**src/rtl/deadline_sorted_sleep_queue_defines.svh**
```systemverilog
// Assertion helpers for the sleep queue.
`ifndef DEADLINE_SORTED_SLEEP_QUEUE_DEFINES_SVH
`define DEADLINE_SORTED_SLEEP_QUEUE_DEFINES_SVH

// Check a property on every rising clock edge outside reset.
`define DSSQ_ASSERT(label, clk, rst_n, prop, msg) \
  label: assert property (@(posedge clk) disable iff (!rst_n) (prop)) \
    else $error(msg);

// Check that a condition never holds outside reset.
`define DSSQ_ASSERT_NEVER(label, clk, rst_n, cond, msg) \
  label: assert property (@(posedge clk) disable iff (!rst_n) !(cond)) \
    else $error(msg);

`endif

```
**src/rtl/dssq_pkg.sv**
```systemverilog
`default_nettype none

package dssq_pkg;

  // Field widths fixed by the interface
  localparam int DELAY_W = 32;
  localparam int RATE_W  = 20;
  localparam int TICK_W  = 64;

  // Millisecond to tick conversion: floor(x / 1000) is (x * RECIP_1000) >> RECIP_SHIFT,
  // exact for every x below 2^32
  localparam int MS_PER_S    = 1000;
  localparam int REM_W       = 10;
  localparam int RECIP_W     = 29;
  localparam int RECIP_SHIFT = 38;
  localparam logic [RECIP_W-1:0] RECIP_1000 = RECIP_W'(274877907);
  localparam int QUOT_W      = DELAY_W + RECIP_W - RECIP_SHIFT;
  localparam int WHOLE_W     = QUOT_W + RATE_W;
  localparam int PART_W      = REM_W + RATE_W;
  localparam int FRAC_W      = PART_W + RECIP_W - RECIP_SHIFT;
  localparam int CONV_STAGES = 6;

  localparam logic [RATE_W-1:0] RATE_RESET = RATE_W'(1000);

  // Input function codes
  localparam logic FUNC_SLEEP = 1'b0;
  localparam logic FUNC_TICK  = 1'b1;

  typedef enum logic [1:0] {
    KIND_WOKEN    = 2'd0,
    KIND_INSERTED = 2'd1,
    KIND_YIELD    = 2'd2,
    KIND_FULL     = 2'd3
  } kind_e;

  typedef enum logic [1:0] {
    OP_HOLD,
    OP_INSERT,
    OP_POP
  } cell_op_e;

  typedef enum logic [1:0] {
    ST_IDLE,
    ST_CALC,
    ST_POP
  } state_e;

endpackage

`default_nettype wire

```
**src/rtl/dssq_wake.sv**
```systemverilog
`default_nettype none

module dssq_wake (
  input  logic                         clk_i,
  input  logic                         rst_ni,
  input  logic                         go_i,
  input  logic [dssq_pkg::DELAY_W-1:0] delay_ms_i,
  input  logic [dssq_pkg::RATE_W-1:0]  rate_i,
  input  logic [dssq_pkg::TICK_W-1:0]  now_i,
  output logic                         done_o,
  output logic [dssq_pkg::TICK_W-1:0]  wake_o
);
  import dssq_pkg::*;

  localparam int APROD_W = DELAY_W + RECIP_W;
  localparam int FPROD_W = PART_W + RECIP_W;

  logic [APROD_W-1:0]     a_prod;
  logic [FPROD_W-1:0]     f_prod;
  logic [QUOT_W-1:0]      quot_q;
  logic [REM_W-1:0]       dly_lo_q, rem_d, rem_q;
  logic [RATE_W-1:0]      rt_q;
  logic [TICK_W-1:0]      now_q;
  logic [WHOLE_W-1:0]     whole_q;
  logic [PART_W-1:0]      part_q;
  logic [FRAC_W-1:0]      frac_q;
  logic [TICK_W-1:0]      tsum, ticks_q, wake_q, wake_d;
  logic [TICK_W:0]        sum;
  logic [CONV_STAGES-1:0] pipe_q;

  // Whole seconds of delay by reciprocal multiply
  assign a_prod = APROD_W'(delay_ms_i) * APROD_W'(RECIP_1000);

  // Leftover milliseconds, below 1000 so the low bits suffice
  assign rem_d = dly_lo_q - REM_W'(quot_q) * REM_W'(MS_PER_S);

  // Ticks from the leftover milliseconds, again by reciprocal multiply
  assign f_prod = FPROD_W'(part_q) * FPROD_W'(RECIP_1000);

  // Clamp to one tick, add and saturate
  assign tsum   = TICK_W'(whole_q) + TICK_W'(frac_q);
  assign sum    = {1'b0, now_q} + {1'b0, ticks_q};
  assign wake_d = sum[TICK_W] ? '1 : sum[TICK_W-1:0];

  // Track the item through the stages
  always_ff @(posedge clk_i or negedge rst_ni) begin
    if (!rst_ni) begin
      pipe_q <= '0;
    end else begin
      pipe_q <= {pipe_q[CONV_STAGES-2:0], go_i};
    end
  end

  // Capture the item, then advance the stages every cycle
  always_ff @(posedge clk_i) begin
    if (go_i) begin
      quot_q   <= a_prod[APROD_W-1:RECIP_SHIFT];
      dly_lo_q <= delay_ms_i[REM_W-1:0];
      rt_q     <= rate_i;
      now_q    <= now_i;
    end
    rem_q   <= rem_d;
    whole_q <= WHOLE_W'(quot_q) * WHOLE_W'(rt_q);
    part_q  <= PART_W'(rem_q) * PART_W'(rt_q);
    frac_q  <= f_prod[FPROD_W-1:RECIP_SHIFT];
    ticks_q <= (tsum == '0) ? TICK_W'(1) : tsum;
    wake_q  <= wake_d;
  end

  assign done_o = pipe_q[CONV_STAGES-1];
  assign wake_o = wake_q;

endmodule

`default_nettype wire

```
**config.mk**
```make
export PLATFORM = sky130hd
export DESIGN_NAME = dssq_wake
export DESIGN_NICKNAME = d
export VERILOG_FILES = /design/src/rtl/deadline_sorted_sleep_queue_defines.svh /design/src/rtl/dssq_pkg.sv /design/src/rtl/dssq_wake.sv
export SDC_FILE = /design/constraint.sdc
export NUM_CORES = 2
export LEC_CHECK = 0
export ABC_AREA = 1
export ABC_CLOCK_PERIOD_IN_PS = 7600
export BUFFER_PORTS_ARGS = -buffer_cell sky130_fd_sc_hd__buf_2
export CAP_MARGIN = 10
export CORE_ASPECT_RATIO = 0.5
export CORE_MARGIN = 3
export CORE_UTILIZATION = 66
export DETAILED_ROUTE_END_ITERATION = 10
export PLACE_DENSITY = 0.95
export SLEW_MARGIN = 20
export SYNTH_ARGS = -nofsm -noshare
export SYNTH_HDL_FRONTEND = slang
export SYNTH_SLANG_ARGS = --single-unit
```
**constraint.sdc**
```tcl
create_clock -name clk_i -period 7.6 [get_ports clk_i]
set_input_delay 1.52 -clock clk_i [delete_from_list [all_inputs] [get_ports clk_i]]
set_output_delay 1.52 -clock clk_i [all_outputs]
set_load 0.01 [all_outputs]
```
Word level (Yosys, flattened, before mapping)
Index checks and enable logic that the tools add are counted.
Operators by class
  add/sub/neg operators: 3
  multipliers: 5
  reductions and logical operators: 1
Operators by type and width (count)
  adder 64 x 64 -> 65 bit: 1
  logical NOT 64 bit: 1
  multiplier 32 x 29 -> 61 bit (second input constant): 1
  multiplier 30 x 29 -> 59 bit (second input constant): 1
  adder 43 x 21 -> 44 bit: 1
  multiplier 23 x 20 -> 43 bit: 1
  multiplier 10 x 20 -> 30 bit: 1
  multiplier 10 x 7 -> 7 bit (second input constant): 1
  subtractor 10 bit: 1
Storage, ports and cells
  register bits: 355

Longest topological paths before layout
  depth after elaboration: 2
  depth in mapped cells: 31

Worst setup path after synthesis
Ideal clock, no wire load.
  kind: input-to-reg
  start point: input port delay_ms_i[4] (netlist bit)
  end point: register quot_q[18] (data pin)
  arrival time: 6.789 ns
  slack: 0.558 ns
  stages: 28
  buffers on the path: 0
  cells stage by stage: ha_1 fa_1 fa_1 inv_1 fa_1 inv_1 fa_1 inv_1 fa_1 inv_1 fa_1 inv_1 fa_1 inv_1 ha_1 nand2_1 inv_1 a21oi_1 a21boi_0 o21ai_0 nand3_1 a21o_1 nand2_1 nand2_1 nand2_1 nand2_1 nand2_1 nand2_1
On the way
  word-level cells in the longest chain between the ends: 1
RTL lines
  start, declared: RTL line dssq_wake.sv:7  | input logic [dssq_pkg::DELAY_W-1:0] delay_ms_i,
  multiplier 32 x 29 -> 61 bit: RTL line dssq_wake.sv:32  | assign a_prod = APROD_W'(delay_ms_i) * APROD_W'(RECIP_1000);
  via a_prod[56]: RTL line dssq_wake.sv:18  | logic [APROD_W-1:0] a_prod;
  end signal, assigned: RTL line dssq_wake.sv:57  | quot_q <= a_prod[APROD_W-1:RECIP_SHIFT];
  end, declared: RTL line dssq_wake.sv:20  | logic [QUOT_W-1:0] quot_q;
The timed path passes the listed nets, and every way through them passes these cells.
A chain may end at the register's enable or synchronous reset.

Worst setup path after layout
  start point: register quot_q[12]
  end point: register whole_q[41]
On the way
  word-level cells in the longest chain between the ends: 1
RTL lines
  multiplier 23 x 20 -> 43 bit: RTL line dssq_wake.sv:63  | whole_q <= WHOLE_W'(quot_q) * WHOLE_W'(rt_q);
  end signal, assigned: RTL line dssq_wake.sv:63
  end, declared: RTL line dssq_wake.sv:24  | logic [WHOLE_W-1:0] whole_q;
Every way passes these cells.

==> impl_metrics.json <==
{
  "status": "complete, no violations",
  "portBuffers": 183,
  "cp_cell_sequence": "nand2_1 > fa_1 > inv_1 > fa_1 > fa_1 > fa_1 > fa_1 > fa_1 > ha_1 > ha_1 > nand2_1 > nor2_1 > inv_1 > nor4_1 > o21ai_0 > o2111ai_1 > nand4_1 > nand2_1 > xor2_1",
  "ios": 184,
  "rsz0062_at_grt": "no",
  "die_x_um": 454,
  "yosysWarnings": 0,
  "fillCellCount": 6965,
  "yosysMostFrequentCell": "inv_1",
  "cts_resized": 0,
  "yosysSeqAreaShare": 0.119,
  "clock_sinks": 335,
  "place_inst": 9438,
  "syn_to_final_growth_pct": 6.70,
  "crit_end": "whole_q[41]",
  "rr_worst_depth": 19,
  "slew_headroom": 0.114,
  "cap_violations": 0,
  "r2r_start": "quot_q[12]",
  "period_share": 0.956,
  "wl_per_cell_um": 20.4,
  "drtIter0Drc": 5999,
  "ant_nets": 0,
  "final_hold_viol_count": 0,
  "finalWorstSetupSlack_ns": 0.336,
  "drt_first_pass_iters": 6,
  "stdcell_area_mm2": 0.0708,
  "startpoint_type": "flop",
  "synthTopCellsByArea": "fa_1, ha_1, inv_1, nand2_1, dfxtp_1",
  "htreeDepth": 2,
  "syn-instance-count": 7925,
  "vias": 54223,
  "grt_pass1_vias": 58245,
  "dp_slack_ns": -0.122,
  "cts_setup_buffers": 0,
  "synth.top_cell.area_share": 0.331,
  "cts_hold_buf": 0,
  "cp.arrival_ns": 7.81,
  "antenna_found_initial": 5,
  "layout-drive-gt1-share": 0.0584,
  "drcViolationCount": 0,
  "clk_latency_ns": 0.61,
  "synth_cell_types": 57,
  "period_needed_ns": 7.26,
  "cp-end-kind": "flop",
  "drt_wl_total_um": 194000,
  "setup.worst_path.start": "quot_q[12]",
  "fmax_mhz": 138,
  "worst_r2r_endpoint": "whole_q[41]",
  "setup.worst_path.class": "flop to flop",
  "grt_max_degree": 61,
  "cp_slowest_cell": "edfxtp_1",
  "multiInputGateArea_mm2": 0.0488,
  "critPathMaxFanout": 20,
  "finalSetupViolCount": 0,
  "ys_ff_latch": 335,
  "num_rows": 81,
  "synthArstFlopShare": 0.0179,
  "ys.flop_type": "dfxtp_1",
  "syn_nets": 10201,
  "core_area_mm2": 0.0987,
  "die_h_um": 230,
  "nets": 10426,
  "finalMaxSlewViolations": 0,
  "clkTransAtPathRegs_ns": 0.07,
  "setup_tns_ns": 0,
  "crit_path_max_incr_delay_ns": 1.13,
  "crit_top_cell": "fa_1",
  "vias_per_cell": 5.70,
  "hp-class": "flop to flop",
  "stdcell_count": 9510,
  "fin_skew_ns": 0.0372,
  "place_area_mm2": 0.0695,
  "worst_pin_slew_ns": 1.33,
  "dieArea_mm2": 0.105,
  "r2r_setup_slack_ns": 0.34,
  "cts_tree": "yes",
  "grt.overflow.total": 0,
  "avgSynthCellArea_um2": 8.37,
  "place_congestion": 1.02,
  "dp.final_hpwl_um": 162000,
  "synth.top_cells.by_count": "inv_1, nand2_1, fa_1, ha_1, nor2_1",
  "synth.largest_area_cell": "fa_1",
  "start_util": 0.672,
  "seq_area_mm2": 0.00791,
  "track_usage": 0.373,
  "required_ns": 8.14,
  "grt_pass1_wl_um": 304000,
  "cts_root_buffer": "clkbuf_16",
  "cts_buffers": 37,
  "synth-edff-count": 117,
  "clockBufferDepth": 3,
  "syn-cell-area_mm2": 0.0664
}
## kinds of logic (layout without fill, tap and decap cells)
logic type                 count (synthesis)  count (layout)  share of synthesized area
other                                      0               3                          0
and+or+nand+nor                         2040            2040                      0.126
xor gates and xnor gates                 166             166                     0.0220
DFF                                      335             335                      0.119
buffers and inverters                   2562            2816                      0.145
AOI/OAI and AO/OA                        665             665                     0.0570
adders and majority gates               2157            2157                      0.531
## routing by layer
metal  share of wire  vias to the layer above  track usage  wire length [um]
met1            0.38                    25747        0.480             73500
met5               0                        -            0                 0
met3            0.11                      958       0.0785             21800
li1                -                    24146            -                 -
met4           0.061                        0        0.191             11800
met2            0.45                     3372        0.597             86900
## worst min path at each step
stage / startpoint / to / depth (start not counted)
after CTS: dly_lo_q[1] / rem_q[1] / 0
after floorplan: dly_lo_q[0] / rem_q[0] / 0
after global routing: dly_lo_q[0] / rem_q[0] / 0
final: dly_lo_q[1] / rem_q[1] / 0
after detailed placement: dly_lo_q[1] / rem_q[1] / 0
after global placement: dly_lo_q[2] / rem_q[2] / 0
## critical path, delay by kind of cell, from the launching register on
family          cells  cell delay [ns]
xor+xnor            1             0.14
simple gates        6             1.29
compound gates      2             0.43
fa+ha+maj           8             3.90
buf+inv             2             0.31
flops               1             1.13
## area by class of cell
cell class,count,share of cell area
Multi-Input combinational cell,5028,0.689
Inverter,2410,0.128
Sequential cell,335,0.112
Timing Repair Buffer,338,0.0295
Tap cell,1328,0.0235
Clock buffer,45,0.0142
Clock inverter,23,0.00371
Antenna cell,3,0.000106
## cell usage in the layout (no fill, tap or decap), drive strengths merged, types with 3 or more instances in the layout
| cell | n |
|---|---|
| inv | 2417 |
| nand2 | 1368 |
| fa | 1096 |
| ha | 1061 |
| nor2 | 350 |
| buf | 338 |
| a21oi | 316 |
| dfxtp | 212 |
| o21ai | 174 |
| nand3 | 154 |
| edfxtp | 117 |
| xor2 | 113 |
| a31oi | 59 |
| xnor2 | 53 |
| nor3 | 53 |
| clkbuf | 45 |
| nand4 | 37 |
| or2 | 32 |
| a21o | 31 |
| o21a | 24 |
| nor4 | 20 |
| o211ai | 14 |
| nand3b | 14 |
| o21bai | 14 |
| a21boi | 11 |
| clkinv | 11 |
| and3 | 8 |
| o221ai | 6 |
| dfrtp | 6 |
| o31ai | 4 |
| diode | 3 |
| o2111ai | 3 |
| a221oi | 3 |
| bufinv | 3 |
| and2 | 3 |
## sequential cells by signal, indices dropped and copies added, names as in the netlist
register  flops
quot_q       23
now_q        64
pipe_q        6
dly_lo_q     10
part_q       30
wake_o       64
ticks_q      44
whole_q      43
frac_q       21
rem_q        10
rt_q         20
## through the flow
stage / utilization / hold slack, ns
after floorplan: - / 0.323
after global routing: 0.717 / 0.363
final: 0.717 / 0.347
after global placement: 0.704 / 0.329
after detailed placement: 0.704 / 0.335
after CTS: 0.717 / 0.350
Power is left out: the tool's default activity adds up to more than one toggle a clock period on the data nets, which glitch-free logic cannot reach.
