<file path="config.mk">
export PLATFORM = sky130hd
export DESIGN_NAME = dssq_cell
export DESIGN_NICKNAME = d
export VERILOG_FILES = /design/src/rtl/deadline_sorted_sleep_queue_defines.svh /design/src/rtl/dssq_pkg.sv /design/src/rtl/dssq_cell.sv
export SDC_FILE = /design/constraint.sdc
export NUM_CORES = 1
export LEC_CHECK = 0
export ABC_AREA = 1
export BUFFER_PORTS_ARGS = -buffer_cell sky130_fd_sc_hd__buf_4
export CELL_PAD_IN_SITES_DETAIL_PLACEMENT = 1
export CELL_PAD_IN_SITES_GLOBAL_PLACEMENT = 2
export CORE_MARGIN = 10
export CORE_UTILIZATION = 21
export CTS_CLUSTER_SIZE = 16
export DETAILED_ROUTE_END_ITERATION = 8
export GPL_ROUTABILITY_DRIVEN = 0
export PLACE_DENSITY_LB_ADDON = 0.1
export SKIP_CTS_REPAIR_TIMING = 1
export SYNTH_ARGS = -nofsm -noshare
export SYNTH_HDL_FRONTEND = slang
export SYNTH_SLANG_ARGS = --single-unit
</file>
<file path="constraint.sdc">
create_clock -name clk_i -period 2.6 [get_ports clk_i]
set_input_delay 0.13 -clock clk_i [delete_from_list [all_inputs] [get_ports clk_i]]
set_output_delay 0.13 -clock clk_i [all_outputs]
set_load 0.005 [all_outputs]
</file>
<file path="src/rtl/deadline_sorted_sleep_queue_defines.svh">
// Assertion helpers for the sleep queue.
`ifndef DEADLINE_SORTED_SLEEP_QUEUE_DEFINES_SVH
`define DEADLINE_SORTED_SLEEP_QUEUE_DEFINES_SVH

// Check a property on every rising clock edge outside reset.
`define DSSQ_ASSERT(label, clk, rst_n, prop, msg) \
  label: assert property (@(posedge clk) disable iff (!rst_n) (prop)) \
    else $error(msg);

// Check that a condition never holds outside reset.
`define DSSQ_ASSERT_NEVER(label, clk, rst_n, cond, msg) \
  label: assert property (@(posedge clk) disable iff (!rst_n) !(cond)) \
    else $error(msg);

`endif

</file>
<file path="src/rtl/dssq_pkg.sv">
`default_nettype none

package dssq_pkg;

  // Field widths fixed by the interface
  localparam int DELAY_W = 32;
  localparam int RATE_W  = 20;
  localparam int TICK_W  = 64;

  // Millisecond to tick conversion: floor(x / 1000) is (x * RECIP_1000) >> RECIP_SHIFT,
  // exact for every x below 2^32
  localparam int MS_PER_S    = 1000;
  localparam int REM_W       = 10;
  localparam int RECIP_W     = 29;
  localparam int RECIP_SHIFT = 38;
  localparam logic [RECIP_W-1:0] RECIP_1000 = RECIP_W'(274877907);
  localparam int QUOT_W      = DELAY_W + RECIP_W - RECIP_SHIFT;
  localparam int WHOLE_W     = QUOT_W + RATE_W;
  localparam int PART_W      = REM_W + RATE_W;
  localparam int FRAC_W      = PART_W + RECIP_W - RECIP_SHIFT;
  localparam int CONV_STAGES = 6;

  localparam logic [RATE_W-1:0] RATE_RESET = RATE_W'(1000);

  // Input function codes
  localparam logic FUNC_SLEEP = 1'b0;
  localparam logic FUNC_TICK  = 1'b1;

  typedef enum logic [1:0] {
    KIND_WOKEN    = 2'd0,
    KIND_INSERTED = 2'd1,
    KIND_YIELD    = 2'd2,
    KIND_FULL     = 2'd3
  } kind_e;

  typedef enum logic [1:0] {
    OP_HOLD,
    OP_INSERT,
    OP_POP
  } cell_op_e;

  typedef enum logic [1:0] {
    ST_IDLE,
    ST_CALC,
    ST_POP
  } state_e;

endpackage

`default_nettype wire

</file>
<file path="src/rtl/dssq_cell.sv">
`default_nettype none

module dssq_cell #(
  parameter int ID_W = 8
) (
  input  logic                        clk_i,
  input  logic                        rst_ni,
  input  dssq_pkg::cell_op_e          op_i,
  input  logic [dssq_pkg::TICK_W-1:0] key_i,
  input  logic [ID_W-1:0]             new_task_i,
  input  logic                        left_valid_i,
  input  logic                        left_le_i,
  input  logic [dssq_pkg::TICK_W-1:0] left_wake_i,
  input  logic [ID_W-1:0]             left_task_i,
  input  logic                        right_valid_i,
  input  logic [dssq_pkg::TICK_W-1:0] right_wake_i,
  input  logic [ID_W-1:0]             right_task_i,
  output logic                        valid_o,
  output logic                        le_o,
  output logic [dssq_pkg::TICK_W-1:0] wake_o,
  output logic [ID_W-1:0]             task_o
);
  import dssq_pkg::*;

  logic              valid_q, valid_d;
  logic [TICK_W-1:0] wake_q, wake_d;
  logic [ID_W-1:0]   task_q, task_d;
  logic              le;

  // Entry is due or sorts before the key
  assign le = valid_q && (wake_q <= key_i);

  // Hold, take the new entry, or shift from a neighbour
  always_comb begin
    valid_d = valid_q;
    wake_d  = wake_q;
    task_d  = task_q;
    case (op_i)
      OP_INSERT: begin
        if (!left_le_i) begin
          valid_d = left_valid_i;
          wake_d  = left_wake_i;
          task_d  = left_task_i;
        end else if (!le) begin
          valid_d = 1'b1;
          wake_d  = key_i;
          task_d  = new_task_i;
        end
      end
      OP_POP: begin
        valid_d = right_valid_i;
        wake_d  = right_wake_i;
        task_d  = right_task_i;
      end
      default: begin
        valid_d = valid_q;
      end
    endcase
  end

  always_ff @(posedge clk_i or negedge rst_ni) begin
    if (!rst_ni) begin
      valid_q <= 1'b0;
    end else begin
      valid_q <= valid_d;
    end
  end

  always_ff @(posedge clk_i) begin
    wake_q <= wake_d;
    task_q <= task_d;
  end

  assign valid_o = valid_q;
  assign le_o    = le;
  assign wake_o  = wake_q;
  assign task_o  = task_q;

endmodule

`default_nettype wire

</file>
Yosys cells after proc, flatten, opt, wreduce, memory -nomap -nowiden
Index checks and enable logic that the tools add are counted.
- register bits: 73
- input bits: 223
- output and inout port bits: 74
- word-level logic and storage cells: 19
- $lt $le $gt $ge: 1
- equal/unequal tests: 3
- muxes and demuxes: 9
- reduce and logical (&&, ||, !) cells: 3
- operator list (operator ; number):
    64-bit two-way mux ; 2
    64-bit case mux with 2 select lines ; 1
    64-bit <= comparator ; 1
    8-bit two-way mux ; 2
    8-bit case mux with 2 select lines ; 1
    3-bit != test, second input constant ; 1
    2-bit by 1-bit == test with 1-bit output, second input constant ; 1
    2-bit == test, second input constant ; 1
    1-bit two-way mux ; 2
    1-bit case mux with 2 select lines ; 1
    2-bit AND reduction ; 1
    2-bit nonzero test ; 1
    1-bit logical AND ; 1

Longest topological paths before layout
Gate-level depths: netlist of the first run.
- word-level depth: 5
- mapped depth: 21

Worst setup path before layout of the first run
OpenSTA, ideal clock, no wires.
- path kind: register to register
- start: register wake_q[62] (netlist: wake_o[62])
- end: register task_q[0] (netlist: task_o[0]), enable pin
- arrival time: 2.336 ns
- required time: 2.201 ns
- slack: -0.135 ns
- cell stages (with the launch flop): 12
- cell sequence: edfxtp_1 -> ha_1 -> nand4_2 -> nor3_2 -> nand4_1 -> nor2_2 -> nand2_1 -> nand2_1 -> nand2_1 -> nand3_2 -> nand2_2 -> nand2_2
- cells in the longest elaborated chain, start to end: 4
- ends and longest elaborated chain (element ; RTL line ; source):
    start, declared ; dssq_cell.sv:26 ; logic [TICK_W-1:0] wake_q, wake_d;
    start signal, assigned ; dssq_cell.sv:70 ; wake_q <= wake_d;
    64-bit <= comparator ; dssq_cell.sv:31 ; assign le = valid_q && (wake_q <= key_i);
    1-bit logical AND ; dssq_cell.sv:31 ;
    3-bit != test (no line) ; n/a ;
    2-bit AND reduction (no line) ; n/a ;
    end signal, assigned ; dssq_cell.sv:71 ; task_q <= task_d;
    end, declared ; dssq_cell.sv:27 ; logic [ID_W-1:0] task_q, task_d;
Every way passes these cells.
A chain may end at the register's enable or synchronous reset.

Final worst setup path of the first run
- start: register wake_q[63] (netlist: wake_o[63])
- end: register wake_q[26] (netlist: wake_o[26]), enable pin
- cells in the longest elaborated chain, start to end: 4
- ends and longest elaborated chain (element ; RTL line):
    64-bit <= comparator ; dssq_cell.sv:31
    1-bit logical AND ; dssq_cell.sv:31
    3-bit != test (no line) ; n/a
    2-bit AND reduction (no line) ; n/a
Every way passes these cells.

==> metrics.md, run 1 <==
| Metric | Value |
|---|---|
| Outcome | `complete, no violations` |
| Reg2reg start | `wake_o[63]$_DFFE_PP_` |
| Yosys cell types | `28` |
| I/O pins | `approximately 300` |
| Die span in x | `~180 µm` |
| Hold_ws | `about 0.09 ns` |
| Final worst-path setup slack | `0.122 ns` |
| Worst path slowest cell | `edfxtp_1` |
| Initial core utilization | `0.213` |
| Number of global-route vias before repair | `a little over 6000` |
| Total of max-cap violations | `0` |
| Post-synthesis sequential area ratio | `0.408` |
| Root buf cell | `clkbuf_16` |
| Initial drt markers | `about 140` |
| Main flop type after synthesis | `edfxtp_1` |
| Final period utilization | `0.953` |
| Routed WL per cell | `about 18 µm` |
| Placed Cells | `approximately 1300` |
| Critical Path Start | `wake_o[63]$_DFFE_PP_` |
| Vias | `between 5000 and 6000` |
| Clock Skews | `approximately 0.006 ns` |
| GRT overflow | `0` |
| Via density | `4.28` |
| Peak supply drop | `291 µV` |
| Non-filler instance count after layout | `~1300` |
| Synth Cell Area | `around 5400 µm²` |
| Leak Pwr | `~4.2 nW` |
| FF+latch count, synth | `73` |
| Clk pin slew, worst setup/hold paths | `~0.06 ns` |
| H-tree Lvls | `3` |
| Largest net degree at the start of global routing | `49` |
| CP Data Required Time | `2.70 ns` |
| Num CTS Buffers | `9` |
| Fmax | `0.404 GHz` |
| Tot GR Track Use | `0.141` |
| Critical path startpoint category | `register` |
| Core area | `~25000 µm²` |
| Final Hold Viols | `0` |
| IO buf count | `slightly below 300` |
| Ys Warns | `0` |
| Post-synth EDFFs | `roughly 70` |
| Hold Startpoint | `right_wake_i[5]` |
| Synth top area share | `0.404` |
| Final Max Slew Viols | `0` |
| Drt pass-1 iters | `6` |
| CTS tree | `done` |
| Top area cells in the synthesized netlist | `edfxtp_1 40%, ha_1 15%, nor2_1 11%, a21oi_1 8.6%, o21ai_0 6.5%` |
| Setup Crit Path Kind | `reg -> reg` |
| Hold WC Path Type | `in -> reg` |
| Cells after Synth | `between 600 and 700` |
| First-pass GRT wire length | `approximately 36000 µm` |
| Crit path largest cell delay | `0.45 ns` |
| Skew-Pair Late Insertion Delay | `about 0.34 ns` |
| Clock buffer depth | `2` |
| Crit-path cells | `ha_4 -> nand4_4 -> nor3_4 -> nand4_1 -> nor2_4 -> nand4_1 -> nand2_1 -> nand3_2 -> nand2_4 -> nand2_8 -> clkbuf_16` |
| Final HPWL DP | `19400 µm` |
| Ys async rst share | `0.0137` |
| Unrepaired setup endpoints after global routing | `yes` |
| Pwr per Cell Area | `491 nW/µm²` |
| Placement Setup Slack | `between 0.015 and 0.02 ns` |
| CTS sink count | `between 70 and 80` |
| Crit Path Max Fanout | `8` |
| Slew HR | `0.660` |
| Initial antenna violation count | `2` |
| Min Tclk post-route | `2.48 ns` |
| Syn avg cell area | `7.87 µm²` |
| # nets final | `around 1300` |
| Share of layout cells above drive strength 1 | `0.350` |
| Commonest cells post-synth | `151 x nor2_1, 92 x a21oi_1, 82 x nand2_1, 77 x inv_1, 72 x edfxtp_1` |
| Die area | `32300 µm²` |
| DRC | `0` |
| Worst-margin pin slew | `0.509 ns` |
| Cell Rows | `58` |
| Crit-path most repeated cell | `nand4_1` |
| Most common cell in the synthesized netlist | `nor2_1` |
| CP Capture Type | `register` |
| Final ANT Viol Nets | `0` |
| Syn Nets | `~970` |
| Final Util | `0.342` |
| Layout area overhead | `60.5%` |
| # setup viols final | `0` |
| Crit path DAT | `2.58 ns` |
| Overall die height | `between 150 and 200 µm` |
| Final wirelength | `23900 µm` |
| Leading area contributor after synthesis | `edfxtp_1` |
-- layer usage --
| metal | up-vias | track usage | wire length (µm) |
|---|---|---|---|
| met4 | 0 | 0.0423 | 314 |
| met5 | - | 0 | 0 |
| li1 | 2895 | - | - |
| met2 | 166 | 0.241 | 11800 |
| met3 | 14 | 0.0548 | 1820 |
| met1 | 2539 | 0.160 | 9970 |
-- path summary, 6_finish.rpt --
check                                       end  slack, ns  depth (start not counted)
max in group asynchronous   valid_o$_DFFE_PN0P_       2.39                          2
setup / recovery           wake_o[26]$_DFFE_PP_       0.12                         11
hold reg to reg             valid_o$_DFFE_PN0P_       0.60                          2
hold / removal              wake_o[5]$_DFFE_PP_       0.09                          3
setup reg to reg           wake_o[26]$_DFFE_PP_       0.12                         11
min in group asynchronous   valid_o$_DFFE_PN0P_       0.13                          2
-- critical path, delay by kind of cell (launching register included) --
family                     cells  cell delay (ns)
and+or+nand+nor                9             1.25
DFF                            1             0.45
adders and majority gates      1             0.32
buffers and inverters          1             0.22
-- logic make-up (layout without fill, tap and decap cells) --
kind of cell | after synthesis | in the layout | synth area share
buffers and inverters | 109 | 409 | 0.0780
flip-flops | 73 | 73 | 0.408
AND/OR/NAND/NOR | 258 | 258 | 0.194
other | 0 | 2 | 0
adder cells (fa/ha/maj) | 64 | 64 | 0.149
AO/OA/AOI/OAI | 177 | 177 | 0.170
-- sequential cells by signal, indices dropped and copies added (netlist names) --
register	cells
task_o	8
valid_o	1
wake_o	64
-- through the flow --
stage               TNS (ns)  area (µm²)  total power, mW
floorplan                  0        5360             2.00
global placement           0        8070             2.66
detailed placement         0        8070             2.67
CTS                   -0.227        8430             4.27
global route           -4.19        8590             4.50
finish                     0        8590             4.22
-- power by group --
part | internal (mW) | leakage (nW) | switching [mW]
registers | 1.44 | 0.706 | 0.0609
logic | 0.600 | 3.30 | 0.558
clock network | 1.03 | 0.176 | 0.529
-- placed cells by master, fill, tap and decap left out, types with 2 or more instances in the layout --
cell type and n:
a21oi_1 92, a31oi_1 9, buf_12 7, buf_4 304
bufinv_16 4, clkbuf_16 11, clkinv_2 2, diode_2 2
edfxtp_1 72, ha_1 61, ha_4 3, inv_1 77
nand2_1 81, nand2_4 2, nand3_1 8, nand4_1 6
nor2_1 151, o21a_1 3, o21ai_0 70
-- layout make-up --
class	count	area [µm²]
fill	3076	16500
multi-input combinational	499	2840
timing repair buffer	315	2490
sequential	73	2190
tap	330	413
inverter	78	295
clock buffer	10	229
clock inverter	6	130
antenna	2	5.00
(Power assumes the default switching activity.)
==> run 2: changes to the inputs <==
--- a/config.mk
+++ b/config.mk
@@ -5,12 +5,11 @@
 export SDC_FILE = /design/constraint.sdc
 export NUM_CORES = 1
 export LEC_CHECK = 0
-export ABC_AREA = 1
 export BUFFER_PORTS_ARGS = -buffer_cell sky130_fd_sc_hd__buf_4
 export CELL_PAD_IN_SITES_DETAIL_PLACEMENT = 1
 export CELL_PAD_IN_SITES_GLOBAL_PLACEMENT = 2
 export CORE_MARGIN = 10
-export CORE_UTILIZATION = 21
+export CORE_UTILIZATION = 23
 export CTS_CLUSTER_SIZE = 16
 export DETAILED_ROUTE_END_ITERATION = 8
 export GPL_ROUTABILITY_DRIVEN = 0
==> run 2 against run 1 <==
The flow now finishes with violations (setup timing). Cell area rose by 3.2%. Non-clock buffer count is 43 higher. Clock skew up 0.0054 ns. Sequential share of layout area shrank 0.78 points. Final cell count is 9.1% lower. Wire length shrank 3.5%. Clock power fell by 19%. Largest power group is now sequential cells. Register-to-register slack worse by 0.44 ns.
==> metrics.md, run 2 <==
| Metric | Value |
|---|---|
| First-pass GRT wire length | `33300 µm (was 36000 µm)` |
| Crit path DAT | `3.02 ns (was 2.58 ns)` |
| Vias | `5414 (was 5614)` |
| Main flop type after synthesis | `edfxtp_1 (unchanged)` |
| Crit-path cells | `ha_4 -> nand4_1 -> or4_4 -> nor4_4 -> nand4_1 -> or3_1 -> o311a_4 -> buf_12 -> clkbuf_16 (was ha_4 -> nand4_4 -> nor3_4 -> nand4_1 -> nor2_4 -> nand4_1 -> nand2_1 -> nand3_2 -> nand2_4 -> nand2_8 -> clkbuf_16)` |
| CTS sink count | `73 (unchanged)` |
| Share of layout cells above drive strength 1 | `0.433 (was 0.350)` |
| Initial core utilization | `0.235 (was 0.213)` |
| Max reg flops | `64 (unchanged)` |
| IO buf count | `296 (unchanged)` |
| I/O pins | `297 (unchanged)` |
| Total of max-cap violations | `0 (unchanged)` |
| Unrepaired setup endpoints after global routing | `yes (unchanged)` |
| Core area | `22700 µm² (was 25100 µm²)` |
| FF+latch count, synth | `73 (unchanged)` |
| Drt pass-1 iters | `4 (was 6)` |
| CP Data Required Time | `2.70 ns (about the same)` |
| Clk pin slew, worst setup/hold paths | `0.06 ns (about the same)` |
| Leading area contributor after synthesis | `edfxtp_1 (unchanged)` |
| Synth Cell Area | `5330 µm² (was 5360 µm²)` |
| Fill count | `2629 (was 3076)` |
| Clock buffer depth | `2 (unchanged)` |
| Final wirelength | `23000 µm (was 23900 µm)` |
| Crit Path Max Fanout | `6 (was 8)` |
| Met3 Usage GRT | `0.0492 (was 0.0548)` |
| Failing checks | `setup timing` |
| Syn avg cell area | `9.55 µm² (was 7.87 µm²)` |
| Cell Rows | `55 (was 58)` |
| Register Area | `2190 µm² (unchanged)` |
| Crit path largest cell delay | `0.62 ns (was 0.45 ns)` |
| # setup viols final | `73 (was 0)` |
| Tot GR Track Use | `0.145 (was 0.141)` |
| Hold WC Path Type | `in -> reg (unchanged)` |
| Final Hold Viols | `0 (unchanged)` |
| Multi-input logic area | `2930 µm² (was 2840 µm²)` |
| Most common cell in the synthesized netlist | `nand2_1 (was nor2_1)` |
| Cells after Synth | `558 (was 681)` |
| Worst path slowest cell | `or4_4 (was edfxtp_1)` |
| Final Max Slew Viols | `0 (unchanged)` |
| Final HPWL DP | `19100 µm (was 19400 µm)` |
| Yosys cell types | `32 (was 28)` |
| Root buf cell | `clkbuf_16 (unchanged)` |
| Routed WL per cell | `19.3 µm (was 18.2 µm)` |
| GRT overflow | `0 (unchanged)` |
| # nets final | `1190 (was 1263)` |
| CTS tree | `done (unchanged)` |
| Die span in x | `172 µm (was 180 µm)` |
| Finished Cell Area | `8870 µm² (was 8590 µm²)` |
| DRC | `0 (unchanged)` |
| Ys async rst share | `0.0137 (unchanged)` |
| Peak supply drop | `250 µV (was 291 µV)` |
| Crit-path most repeated cell | `nand4_1 (unchanged)` |
| Final period utilization | `1.12 (was 0.953)` |
| Placed cell area | `8230 µm² (was 8070 µm²)` |
| Fmax | `0.343 GHz (was 0.404 GHz)` |
| Commonest non-fill, non-tap cell in the layout | `buf_4 (unchanged)` |
| Final worst-path setup slack | `-0.316 ns (was 0.122 ns)` |
| Setup Crit Path Kind | `reg -> reg (unchanged)` |
| Post-synth EDFFs | `72 (unchanged)` |
| Pwr per Cell Area | `479 nW/µm² (was 491 nW/µm²)` |
| Final ANT Viol Nets | `0 (unchanged)` |
| Met2 Track Usage GR | `0.254 (was 0.241)` |
| Initial antenna violation count | `1 (was 2)` |
| Number of global-route vias before repair | `6119 (was 6166)` |
| Layout area overhead | `66.3% (was 60.5%)` |
| Top area cells in the synthesized netlist | `edfxtp_1 41%, ha_1 15%, mux2i_1 14%, o21ai_0 7.6%, nand2_1 6.1% (was edfxtp_1 40%, ha_1 15%, nor2_1 11%, a21oi_1 8.6%, o21ai_0 6.5%)` |
| Initial drt markers | `150 (was 141)` |
| M1 GR Usage | `0.163 (was 0.160)` |
| Most frequent cells in the layout | `345 x buf_4, 87 x nand2_1, 79 x o21ai_0 (was 304 x buf_4, 151 x nor2_1, 92 x a21oi_1)` |
| Synth top area share | `0.406 (was 0.404)` |
| Clock Skews | `0.0116 ns (was 0.00617 ns)` |
| CP Capture Type | `register (unchanged)` |
| Outcome | `finished with violations (was complete, no violations)` |
| Via density | `4.53 (was 4.28)` |
| Largest net degree at the start of global routing | `43 (was 49)` |
| Overall die height | `172 µm (was 180 µm)` |
| Min Tclk post-route | `2.92 ns (was 2.48 ns)` |
| H-tree Lvls | `3 (unchanged)` |
| Commonest cells post-synth | `87 x nand2_1, 81 x o21ai_0, 72 x edfxtp_1, 72 x mux2i_1, 67 x inv_1 (was 151 x nor2_1, 92 x a21oi_1, 82 x nand2_1, 77 x inv_1, 72 x edfxtp_1)` |
| Reg2Reg Setup Slack | `-0.32 ns (was 0.12 ns)` |
| Leak Pwr | `4.37 nW (was 4.18 nW)` |
| Skew-Pair Late Insertion Delay | `0.34 ns (about the same)` |
| Hold_ws | `0.0445 ns (was 0.0896 ns)` |
| Worst-margin pin slew | `0.544 ns (was 0.509 ns)` |
| Ys Warns | `0 (unchanged)` |
| Post-synthesis sequential area ratio | `0.410 (was 0.408)` |
| Die area | `29700 µm² (was 32300 µm²)` |
| Num CTS Buffers | `9 (unchanged)` |
| Busiest grt layer | `met2 (unchanged)` |
| Syn Nets | `845 (was 968)` |
| Slew HR | `0.638 (was 0.660)` |
| Critical path startpoint category | `register (unchanged)` |
==> run 2: changes by cell type after synthesis, sizes merged, moves of 3 or more <==
cell,before,now
o21a,3,0
o21ai,70,81
inv,77,67
nand4,7,16
nor2,153,7
mux2i,0,72
nand2,84,87
a221oi,0,3
a21o,1,7
a21oi,92,29
a31oi,9,0
clkbuf,25,20
==> run 2: logic make-up after synthesis <==
family | synth area share
simple gates | 0.108
compound gates | 0.128
buf+inv | 0.0641
mux | 0.137
flops | 0.410
fa+ha+maj | 0.150
xor+xnor | 0.00164
==> run 2: path summary, 6_finish.rpt <==
check                                     start              endpoint  cells after the start
setup / recovery           wake_o[63]$_DFFE_PP_  wake_o[23]$_DFFE_PP_                      9
hold / removal                          op_i[1]   valid_o$_DFFE_PN0P_                      2
setup reg to reg           wake_o[63]$_DFFE_PP_  wake_o[23]$_DFFE_PP_                      9
hold reg to reg             valid_o$_DFFE_PN0P_   valid_o$_DFFE_PN0P_                      2
max in group asynchronous                rst_ni   valid_o$_DFFE_PN0P_                      2
min in group asynchronous                rst_ni   valid_o$_DFFE_PN0P_                      2
==> run 2: final cells by class <==
cell class / instances / area share
Timing Repair Buffer: 358 / 0.320
Multi-Input combinational cell: 394 / 0.331
Tap cell: 285 / 0.0402
Inverter: 67 / 0.0284
Antenna cell: 1 / 0.000282
Clock inverter: 7 / 0.00790
Sequential cell: 73 / 0.247
Clock buffer: 9 / 0.0254
==> run 2: worst max-delay path, delay by kind of cell (launching register included) <==
family                     cells  cell delay, ns
AOI/OAI and AO/OA              1            0.15
adders and majority gates      1            0.30
buffers and inverters          2            0.32
DFF                            1            0.43
and+or+nand+nor                5            1.48
==> run 2: metal layers <==
metal | routed length, µm | vias to the layer above
li1 | - | 2695
met4 | 314 | 0
met1 | 9340 | 2535
met3 | 1760 | 14
met2 | 11600 | 170
met5 | 0 | -
==> run 2: report_power, final <==
part	switching, mW	total [mW]	leakage (nW)	internal [mW]
clock	0.514	1.26	0.147	0.743
combinational	0.625	1.43	3.50	0.802
sequential	0.0825	1.57	0.717	1.48
total	1.22	4.25	4.37	3.03
==> run 2: per-stage QoR <==
| step | setup WS, ns | setup TNS (ns) | utilization | cells | power (mW) |
|---|---|---|---|---|---|
| 4_1_cts | -0.434 | -30.67 | 0.375 | 1176 | 4.20 |
| 6_report | -0.316 | -21.47 | 0.390 | 1194 | 4.25 |
| 3_3_place_gp | -0.243 | -17.17 | 0.362 | 1160 | 2.88 |
| 3_5_place_dp | -0.410 | -29.05 | 0.362 | 1160 | 2.91 |
| 5_1_grt | -0.405 | -27.87 | 0.390 | 1194 | 4.52 |
| 2_1_floorplan | -0.367 | -26.43 | - | 558 | 2.07 |
==> run 3: changes to the inputs <==
--- a/config.mk
+++ b/config.mk
@@ -15,6 +15,7 @@
 export GPL_ROUTABILITY_DRIVEN = 0
 export PLACE_DENSITY_LB_ADDON = 0.1
 export SKIP_CTS_REPAIR_TIMING = 1
+export SKIP_LAST_GASP = 1
 export SYNTH_ARGS = -nofsm -noshare
 export SYNTH_HDL_FRONTEND = slang
 export SYNTH_SLANG_ARGS = --single-unit
==> constraint.sdc (replaced) <==
create_clock -name clk_i -period 2.38 [get_ports clk_i]
set_input_delay 0.119 -clock clk_i [delete_from_list [all_inputs] [get_ports clk_i]]
set_output_delay 0.119 -clock clk_i [all_outputs]
set_load 0.005 [all_outputs]
==> run 3 against run 2 <==
Sequential share of layout area shrank 0.45 points. Clock power grew 6%. Fmax grew 0.17%. Worst setup slack lost 0.22 ns. Wire length grew 2.0%. The run still ends with setup timing left. Critical path type unchanged. Combinational power grew 13%. Final cell count grew 1.8%. Die area is the same. Critical path depth grew 2. Sequential power grew 9%. Hold slack lost 0.028 ns. Global-route usage grew 0.38 points.
==> metrics.md, run 3 (same netlist as run 2, synthesis figures left out) <==
| Metric | Value |
|---|---|
| Final Util | `0.398 (was 0.390)` |
| Tot GR Track Use | `0.149 (was 0.145)` |
| Crit-path cells | `ha_4 -> buf_4 -> a21oi_1 -> nand2_1 -> a221oi_2 -> o31a_2 -> o211ai_1 -> a211o_2 -> o311a_4 -> buf_12 -> buf_12 (was ha_4 -> nand4_1 -> or4_4 -> nor4_4 -> nand4_1 -> or3_1 -> o311a_4 -> buf_12 -> clkbuf_16)` |
| # setup viols final | `73 (unchanged)` |
| Share of layout cells above drive strength 1 | `0.446 (was 0.433)` |
| Crit Path Max Fanout | `13 (was 6)` |
| Initial core utilization | `0.235 (unchanged)` |
| Fmax | `0.344 GHz (was 0.343 GHz)` |
| First-pass GRT wire length | `34200 µm (was 33300 µm)` |
| Cell Rows | `55 (unchanged)` |
| Pwr per Cell Area | `517 nW/µm² (was 479 nW/µm²)` |
| H-tree Lvls | `3 (unchanged)` |
| Worst-margin pin slew | `0.453 ns (was 0.544 ns)` |
| Critical Path Stages | `11 (was 9)` |
| Num CTS Buffers | `9 (unchanged)` |
| Leak Pwr | `4.45 nW (was 4.37 nW)` |
| Hold WC Path Type | `in -> reg (unchanged)` |
| Final worst-path setup slack | `-0.531 ns (was -0.316 ns)` |
| Buffers & Inverters on Critical Path | `3 (was 2)` |
| Most frequent cells in the layout | `368 x buf_4, 87 x nand2_1, 80 x o21ai_0 (was 345 x buf_4, 87 x nand2_1, 79 x o21ai_0)` |
| Overall die height | `172 µm (unchanged)` |
| Worst path slowest cell | `edfxtp_1 (was or4_4)` |
| Placed cell area | `8430 µm² (was 8230 µm²)` |
| Cell family with most CP delay | `compound AO/OA/AOI/OAI gates (was simple AND/OR/NAND/NOR gates)` |
| Final Max Slew Viols | `0 (unchanged)` |
| Initial drt markers | `165 (was 150)` |
| CTS tree | `done (unchanged)` |
| Max reg flops | `64 (unchanged)` |
| Core area | `22700 µm² (unchanged)` |
| Multi-input logic area | `2960 µm² (was 2930 µm²)` |
| Critical path startpoint category | `register (unchanged)` |
| IO buf count | `296 (unchanged)` |
| Fill count | `2625 (was 2629)` |
| Reg2Reg Setup Slack | `-0.53 ns (was -0.32 ns)` |
| CP Capture Type | `register (unchanged)` |
| Peak supply drop | `313 µV (was 250 µV)` |
| Outcome | `finished with violations (unchanged)` |
| Clk pin slew, worst setup/hold paths | `0.06 ns (about the same)` |
| Clock Skews | `0.0108 ns (was 0.0116 ns)` |
| Slew HR | `0.698 (was 0.638)` |
| Finished Cell Area | `9030 µm² (was 8870 µm²)` |
| GRT overflow | `0 (unchanged)` |
| Min Tclk post-route | `2.91 ns (was 2.92 ns)` |
| Hold_ws | `0.0161 ns (was 0.0445 ns)` |
| Hold path cells | `2 (unchanged)` |
| Root buf cell | `clkbuf_16 (unchanged)` |
| Commonest non-fill, non-tap cell in the layout | `buf_4 (unchanged)` |
| Skew-Pair Late Insertion Delay | `0.34 ns (about the same)` |
| Routed WL per cell | `19.3 µm (about the same)` |
| Reg2reg path depth | `11 (was 9)` |
| Vias | `5491 (was 5414)` |
| Number of global-route vias before repair | `6314 (was 6119)` |
| Clock buffer depth | `2 (unchanged)` |
| Setup TNS | `-37.52 ns (was -21.47 ns)` |
| Final wirelength | `23500 µm (was 23000 µm)` |
| Final HPWL DP | `19600 µm (was 19100 µm)` |
| Total of max-cap violations | `0 (unchanged)` |
| Drt pass-1 iters | `4 (unchanged)` |
| Crit-path most repeated cell | `buf_12 (was nand4_1)` |
| Crit path DAT | `3.01 ns (was 3.02 ns)` |
| Failing checks | `setup timing (unchanged)` |
| Final Hold Viols | `0 (unchanged)` |
| Die area | `29700 µm² (unchanged)` |
| Initial antenna violation count | `1 (unchanged)` |
| Setup Crit Path Kind | `reg -> reg (unchanged)` |
| I/O pins | `297 (unchanged)` |
| Final period utilization | `1.22 (was 1.12)` |
| # nets final | `1212 (was 1190)` |
| Layout area overhead | `69.4% (was 66.3%)` |
| Power consumption | `4.67 mW (was 4.25 mW)` |
| Die span in x | `172 µm (unchanged)` |
| Unrepaired setup endpoints after global routing | `yes (unchanged)` |
| Non-filler instance count after layout | `1216 (was 1194)` |
| Placement Setup Slack | `-0.573 ns (was -0.410 ns)` |
| Largest net degree at the start of global routing | `49 (was 43)` |
| Register Area | `2190 µm² (unchanged)` |
| Placed Cells | `1187 (was 1160)` |
| CP Data Required Time | `2.48 ns (was 2.70 ns)` |
| DRC | `0 (unchanged)` |
| Crit path largest cell delay | `0.42 ns (was 0.62 ns)` |
| CTS sink count | `73 (unchanged)` |
| Final ANT Viol Nets | `0 (unchanged)` |
| Via density | `4.52 (was 4.53)` |
run 3: cell type report:
| type | count | share of cell area |
|---|---|---|
| Timing Repair Buffer | 380 | 0.331 |
| Clock inverter | 3 | 0.00471 |
| Antenna cell | 1 | 0.000277 |
| Multi-Input combinational cell | 394 | 0.328 |
| Sequential cell | 73 | 0.242 |
| Clock buffer | 13 | 0.0266 |
| Tap cell | 285 | 0.0395 |
| Inverter | 67 | 0.0278 |
run 3: worst paths after layout:
| kind | end | startpoint |
|---|---|---|
| max | wake_o[28]$_DFFE_PP_ | wake_o[54]$_DFFE_PP_ |
| min | valid_o$_DFFE_PN0P_ | op_i[1] |
| max reg2reg | wake_o[28]$_DFFE_PP_ | wake_o[54]$_DFFE_PP_ |
| min reg2reg | valid_o$_DFFE_PN0P_ | valid_o$_DFFE_PN0P_ |
| max in group asynchronous | valid_o$_DFFE_PN0P_ | rst_ni |
| min in group asynchronous | valid_o$_DFFE_PN0P_ | rst_ni |
run 3: power by group:
part	switching (mW)	total [mW]	leakage [nW]	internal, mW
sequential	0.0922	1.71	0.717	1.62
clock	0.526	1.34	0.134	0.812
combinational	0.697	1.62	3.60	0.923
total	1.31	4.67	4.45	3.36
run 3: worst reg2reg max path, delay by kind of cell, from the launching register on:
family / cells / cell delay, ns
compound gates: 6 / 1.49
buf+inv: 3 / 0.44
flops: 1 / 0.42
fa+ha+maj: 1 / 0.24
simple gates: 1 / 0.09
run 3: per-layer routing:
metal / routed length (µm) / vias to the layer above / part of all wire / track usage
met3: 1940 / 18 / 0.083 / 0.0570
met2: 12100 / 174 / 0.52 / 0.261
met4: 355 / 0 / 0.015 / 0.0420
li1: - / 2732 / - / -
met1: 9040 / 2567 / 0.38 / 0.163
met5: 0 / - / 0 / 0
